===== src/brsi_pkg.sv =====
// Shared constants and controller/datapath interface types for the byte range set index.
package brsi_pkg;

	localparam int MAX_RANGES_DEF = 64;
	localparam int OFFSET_BITS    = 48;
	localparam int POS_BITS       = OFFSET_BITS + 1;

	localparam logic [2:0] REQ_ADD      = 3'd0;
	localparam logic [2:0] REQ_CONTAINS = 3'd1;
	localparam logic [2:0] REQ_AVAIL    = 3'd2;
	localparam logic [2:0] REQ_HOLE     = 3'd3;
	localparam logic [2:0] REQ_CLEAR    = 3'd4;

	typedef struct packed {
		logic load;
		logic rd;
		logic ev;
		logic ev2;
		logic fin;
		logic cmt;
		logic push;
	} cmd_t;

	typedef struct packed {
		logic done;
		logic scan_end;
		logic need2;
		logic out_free;
	} sts_t;

endpackage


===== src/brsi_ctrl.sv =====
// Controller: sequences the list scan, the add rebuild, commit and result hand-off.
module brsi_ctrl (
	input  logic           clk,
	input  logic           arst_n,
	input  logic           in_valid,
	output logic           in_stall,
	input  brsi_pkg::sts_t sts,
	output brsi_pkg::cmd_t cmd
);

	typedef enum logic [2:0] {
		S_IDLE,
		S_RD,
		S_EV,
		S_EV2,
		S_FIN,
		S_CMT,
		S_OUT
	} state_t;

	state_t state_q;

	always_ff @(posedge clk or negedge arst_n) begin
		if (!arst_n) begin
			state_q <= S_IDLE;
		end else begin
			case (state_q)
				S_IDLE: if (in_valid) state_q <= S_RD;
				S_RD: begin
					if (sts.done || sts.scan_end) state_q <= S_FIN;
					else state_q <= S_EV;
				end
				S_EV: begin
					if (sts.need2) state_q <= S_EV2;
					else state_q <= S_RD;
				end
				S_EV2: state_q <= S_RD;
				S_FIN: state_q <= S_CMT;
				S_CMT: state_q <= S_OUT;
				S_OUT: if (sts.out_free) state_q <= S_IDLE;
				default: state_q <= S_IDLE;
			endcase
		end
	end

	always_comb begin
		cmd      = '0;
		cmd.load = (state_q == S_IDLE) && in_valid;
		cmd.rd   = (state_q == S_RD) && !(sts.done || sts.scan_end);
		cmd.ev   = (state_q == S_EV);
		cmd.ev2  = (state_q == S_EV2);
		cmd.fin  = (state_q == S_FIN);
		cmd.cmt  = (state_q == S_CMT);
		cmd.push = (state_q == S_OUT) && sts.out_free;
	end

	assign in_stall = (state_q != S_IDLE);

endmodule


===== config.mk =====
export PLATFORM = sky130hd
export DESIGN_NAME = brsi_ctrl
export DESIGN_NICKNAME = d
export VERILOG_FILES = /design/src/brsi_pkg.sv /design/src/brsi_ctrl.sv
export SDC_FILE = /design/constraint.sdc
export NUM_CORES = 1
export LEC_CHECK = 0
export BUFFER_PORTS_ARGS = -buffer_cell sky130_fd_sc_hd__buf_2
export CAP_MARGIN = 30
export CELL_PAD_IN_SITES_DETAIL_PLACEMENT = 2
export CELL_PAD_IN_SITES_GLOBAL_PLACEMENT = 2
export CORE_MARGIN = 3
export CORE_UTILIZATION = 18
export CTS_BUF_LIST = sky130_fd_sc_hd__clkbuf_8 sky130_fd_sc_hd__clkbuf_16
export CTS_CLUSTER_DIAMETER = 80
export DETAILED_ROUTE_END_ITERATION = 10
export GPL_ROUTABILITY_DRIVEN = 0
export PLACE_DENSITY = 0.7
export SYNTH_ARGS = -nofsm -noshare
export SYNTH_HDL_FRONTEND = slang
export SYNTH_SLANG_ARGS = --single-unit

===== constraint.sdc =====
create_clock -name clk -period 1.02 [get_ports clk]
set_input_delay 0.153 -clock clk [delete_from_list [all_inputs] [get_ports clk]]
set_output_delay 0.153 -clock clk [all_outputs]
set_load 0.01 [all_outputs]

Word level (Yosys, flattened, before mapping)
Index checks and enable logic that the tools add are counted.
{"block": "op_classes", "n_reduce_logical": 8, "n_mux": 5, "n_eq_ne": 8}
{"cell": "one-hot mux 3 bit (7 select lines)", "n": 1}
{"cell": "equality test 3 bit (second input constant)", "n": 3}
{"cell": "two-way mux 3 bit", "n": 3}
{"cell": "equality test 3 x 2 -> 1 bit (second input constant)", "n": 2}
{"cell": "!= test 2 bit (second input constant)", "n": 2}
{"cell": "equality test 3 x 1 -> 1 bit (second input constant)", "n": 1}
{"cell": "logical AND 1 bit", "n": 3}
{"cell": "zero test 3 bit", "n": 1}
{"cell": "nonzero test 3 bit", "n": 1}
{"cell": "two-way mux 2 bit", "n": 1}
{"cell": "AND reduction 2 bit", "n": 1}
{"cell": "zero test 1 bit", "n": 1}
{"cell": "logical OR 1 bit", "n": 1}
{"block": "totals", "output_inout_bits": 8, "word_cells": 22, "inputBits": 7, "regBits": 3}

Logic depth before layout (Yosys ltp)
{"block": "logic_depth", "ltp_word": 3, "ltp_mapped": 3, "ltp_nobuf": 2}

Worst setup path before layout
No wires, ideal clock.
{"block": "synth_timing", "path_kind": "register to output", "startpoint": "register state_q[1]", "endpoint": "output cmd[6] (netlist name)", "n_path_buf": 1, "stages_incl_launch_ff": 4, "arrival_time_ns": 1.047, "required_ns": 0.867, "path_slack_ns": -0.180, "path_cell_list": "dfrtp_1 buf_2 or3_4 nor2_2"}
{"item": "start, declared", "line": "brsi_ctrl.sv:21", "rtl": "state_t state_q;"}
{"item": "start signal, assigned", "line": "brsi_ctrl.sv:25", "rtl": "state_q <= S_IDLE;"}
{"item": "start signal, assigned", "line": "brsi_ctrl.sv:28", "rtl": "S_IDLE: if (in_valid) state_q <= S_RD;"}
{"item": "start signal, assigned", "line": "brsi_ctrl.sv:30", "rtl": "if (sts.done || sts.scan_end) state_q <= S_FIN;"}
{"item": "end, declared", "line": "brsi_ctrl.sv:8", "rtl": "output brsi_pkg::cmd_t cmd"}

==> metrics.log <==
INFO  metric finalMaxSlewViolations = 0
INFO  metric clk_latency = 0.22 ns
INFO  metric syn-num-nets = 32
INFO  metric post_dr_vias_cell = 4.78
INFO  metric die_y = 43.5 um
INFO  metric synth.most_common_cell = dfrtp_1
INFO  metric timing.critical_path.arrival = between 1 and 1.5 ns
INFO  metric detail_route.wirelength = 970 um
INFO  metric grt_start_max_net_pins = 12
INFO  metric outcome = finished, violations left
INFO  metric async_flop_share = 1.00
INFO  metric post_synth_main_area_contributors = dfrtp_1 30%, nand4bb_1 8.9%, and3b_1 6.9%, nor3b_1 5.9%, or4b_4 5.4%
INFO  metric grt_remaining_overflow = 0
INFO  metric drive_above_1_share = 0.673
INFO  metric post-synth-top-area-cell = dfrtp_1
INFO  metric antenna_cells = 0
INFO  metric synth_cells = 25
INFO  metric power_leakage = 0.252 nW
INFO  metric setup_ws = -0.437 ns
INFO  metric path_common_cell = buf_6
INFO  metric slew_margin_rel = 0.908
INFO  metric number_of_nets_still_failing_antenna_checks_after_routing = 0
INFO  metric worst_path_slowest_cell = or3_4
INFO  metric crit_chain = buf_6 -> or3_4 -> nor2_4 -> buf_6
INFO  metric layout_worst_path_cycle_share = 1.43
INFO  metric synth.yosys.seq_area_share = 0.297
INFO  metric cp_num_buf_inv = 2
INFO  metric dp_cells = 55
INFO  metric synthDominantCellAreaShare = 0.297
INFO  metric final-setup-viol-count = 9
INFO  metric ys.warnings.count = 0
INFO  metric timing.critical_path.from_type = flip-flop
INFO  metric yosysUniqueCellTypes = 18
INFO  metric first_pass_iters = 1
INFO  metric track_usage = 0.123
INFO  metric rsz_0062_raised_after_global_routing = yes
INFO  metric finalWorstPathRequiredPeriod = between 1 and 1.5 ns
INFO  metric final_hold_vios = 0
INFO  metric cts_tree = yes
INFO  metric cts_buffers = 3
INFO  metric skew = 0.00111 ns
INFO  metric core_area = 1200 um2
INFO  metric drt_iter0_markers = 0
INFO  metric vdd.ir_drop.worst = 0.00111 V
INFO  metric holdCritStartpoint = sts[3]
INFO  metric grt_first_pass_wirelength = 1520 um
INFO  metric cts.path.max_buffers = 2
INFO  metric crit_type = reg -> out
INFO  metric total_die_area = 1890 um2
INFO  metric crit_path_max_cell_delay = 0.39 ns
INFO  metric regToRegStartpoint = state_q[0]
INFO  metric starting_density_of_the_core = 0.210
INFO  metric fmax = between 0.6 and 0.7 GHz
INFO  metric ioPinCount = 15
INFO  metric wl_per_cell = 15.4 um
INFO  metric detail_route.drc_violations = 0
INFO  metric clk_pin_slew_worst_paths = 0.03 ns
INFO  metric count_of_state_elements_after_synthesis = 3
INFO  metric regMostFlops = state_q
INFO  metric drv.max_cap_violation_count = 0
INFO  metric reg_top3 = state_q x3
INFO  metric synth-main-ff-cell = dfrtp_1
INFO  metric timing.critical_path.required = roughly 0.87 ns
INFO  metric post_layout_nonfiller_instances = 63
INFO  metric synthesis.area_per_instance = 10.1 um2
INFO  metric rows = 12
INFO  metric h_tree_depth = 1
INFO  metric syn2layout_area_growth = 101%
INFO  metric die_w = 43.5 um
INFO  metric count_of_flip_flops_with_a_built_in_enable_after_synthesis = 0
INFO  metric critPathCaptureType = output pin
INFO  metric powerDensity = around 3200 nW/um2
INFO  metric failed_checks = setup timing
INFO  metric cp_top_family = simple AND/OR/NAND/NOR gates
INFO  metric vias = 301
INFO  metric worstMarginPinSlew = 0.134 ns
INFO  metric hold_path_class = in -> reg
INFO  metric io_buffers = 14
INFO  metric largest_register_ff_count = 3
INFO  metric timing.critical_path.from = state_q[0]
INFO  metric critPathMaxFanout = 3
INFO  metric synth.cell_area = between 200 and 300 um2
INFO  metric vias_in_the_first_global_route = 312
INFO  metric numClockSinks = 3
INFO  metric grt_antenna_before_repair = 0
INFO  metric detailedPlace.worstSlack = -0.288 ns
INFO  metric finalNetCount = 57
INFO  metric cts-root-buf = clkbuf_8
## layout make-up
cell class / instances / area, um2
Tap cell: 14 / 17.5
Clock buffer: 3 / 41.3
Clock inverter: 1 / 3.75
Timing Repair Buffer: 23 / 181
Sequential cell: 3 / 75.1
Fill cell: 144 / 692
Inverter: 1 / 3.75
Multi-Input combinational cell: 18 / 186
## through the flow
step / hold WS [ns] / TNS (ns) / cell area, um2 / power (mW) / util
2_1_floorplan: -0.143 / -0.432 / 263 / 0.691 / -
3_3_place_gp: -0.0497 / -1.06 / 367 / 0.921 / 0.305
3_5_place_dp: -0.0442 / -1.61 / 367 / 0.978 / 0.305
4_1_cts: 0.239 / -3.13 / 463 / 1.46 / 0.385
5_1_grt: 0.230 / -3.58 / 509 / 1.75 / 0.424
6_report: 0.216 / -3.06 / 509 / 1.63 / 0.424
## report_power, final
part	internal [mW]	switching, mW	leakage, nW
Combinational	0.607	0.466	0.189
Sequential	0.181	0.0394	0.0358
Clock	0.256	0.0791	0.0269
## cell families (layout without fill, tap and decap cells)
| group | Yosys count | after routing | share of synthesized area |
|---|---|---|---|
| muxes | 1 | 1 | 0.0396 |
| AOI/OAI and AO/OA | 3 | 3 | 0.0842 |
| DFF | 3 | 3 | 0.297 |
| buffers and inverters | 4 | 28 | 0.0990 |
| and+or+nand+nor | 14 | 14 | 0.480 |
## cells in the final DEF, fill, tap and decap left out
master / netlist / layout
mux2i_1: 1 / 1
nor2_1: 1 / 1
nand4b_1: 1 / 1
buf_8: 0 / 2
buf_2: 2 / 11
and3b_1: 2 / 2
and4b_1: 1 / 1
buf_4: 0 / 4
nand2b_4: 0 / 1
nor2_4: 0 / 2
o21bai_1: 1 / 1
dlygate4sd3_1: 0 / 1
inv_1: 1 / 2
or3_4: 1 / 1
o2bb2ai_2: 0 / 1
o21ai_1: 0 / 1
nor3b_2: 0 / 2
dfrtp_1: 3 / 3
or4b_4: 1 / 1
buf_6: 1 / 5
nand4bb_1: 2 / 2
clkbuf_8: 0 / 3
## per-layer routing
| layer | global-route usage | share of wire | wire length, um | vias up |
|---|---|---|---|---|
| met3 | 0.0539 | 0.051 | 49 | 2 |
| met2 | 0.171 | 0.54 | 521 | 14 |
| met4 | 0.145 | 0.026 | 25 | 0 |
| li1 | - | - | - | 144 |
| met5 | 0 | 0 | 0 | - |
| met1 | 0.127 | 0.39 | 374 | 141 |
## path summary, 6_finish.rpt
kind                         endpoint  slack, ns  cells past startpoint
max                            cmd[6]      -0.44                      4
min                        state_q[2]       0.22                      3
max reg2reg                state_q[1]      -0.21                      5
min reg2reg                state_q[1]       0.66                      2
max in group asynchronous  state_q[0]       0.64                      2
min in group asynchronous  state_q[1]       0.27                      2
## timing repair
action | in CTS | in global routing
hold buffers | 1 | 0
buffers inserted | 1 | 2
pin swaps | 5 | 3
setup endpoints to repair | 10 | 11
resized for setup | 8 | 6
hold endpoints to repair | 3 | 0
## worst reg2reg max path, delay by kind of cell (launching register included)
family | cells | cell delay, ns
simple gates | 2 | 0.34
buf+inv | 3 | 0.39
flops | 1 | 0.37
(Power assumes the default switching activity.)
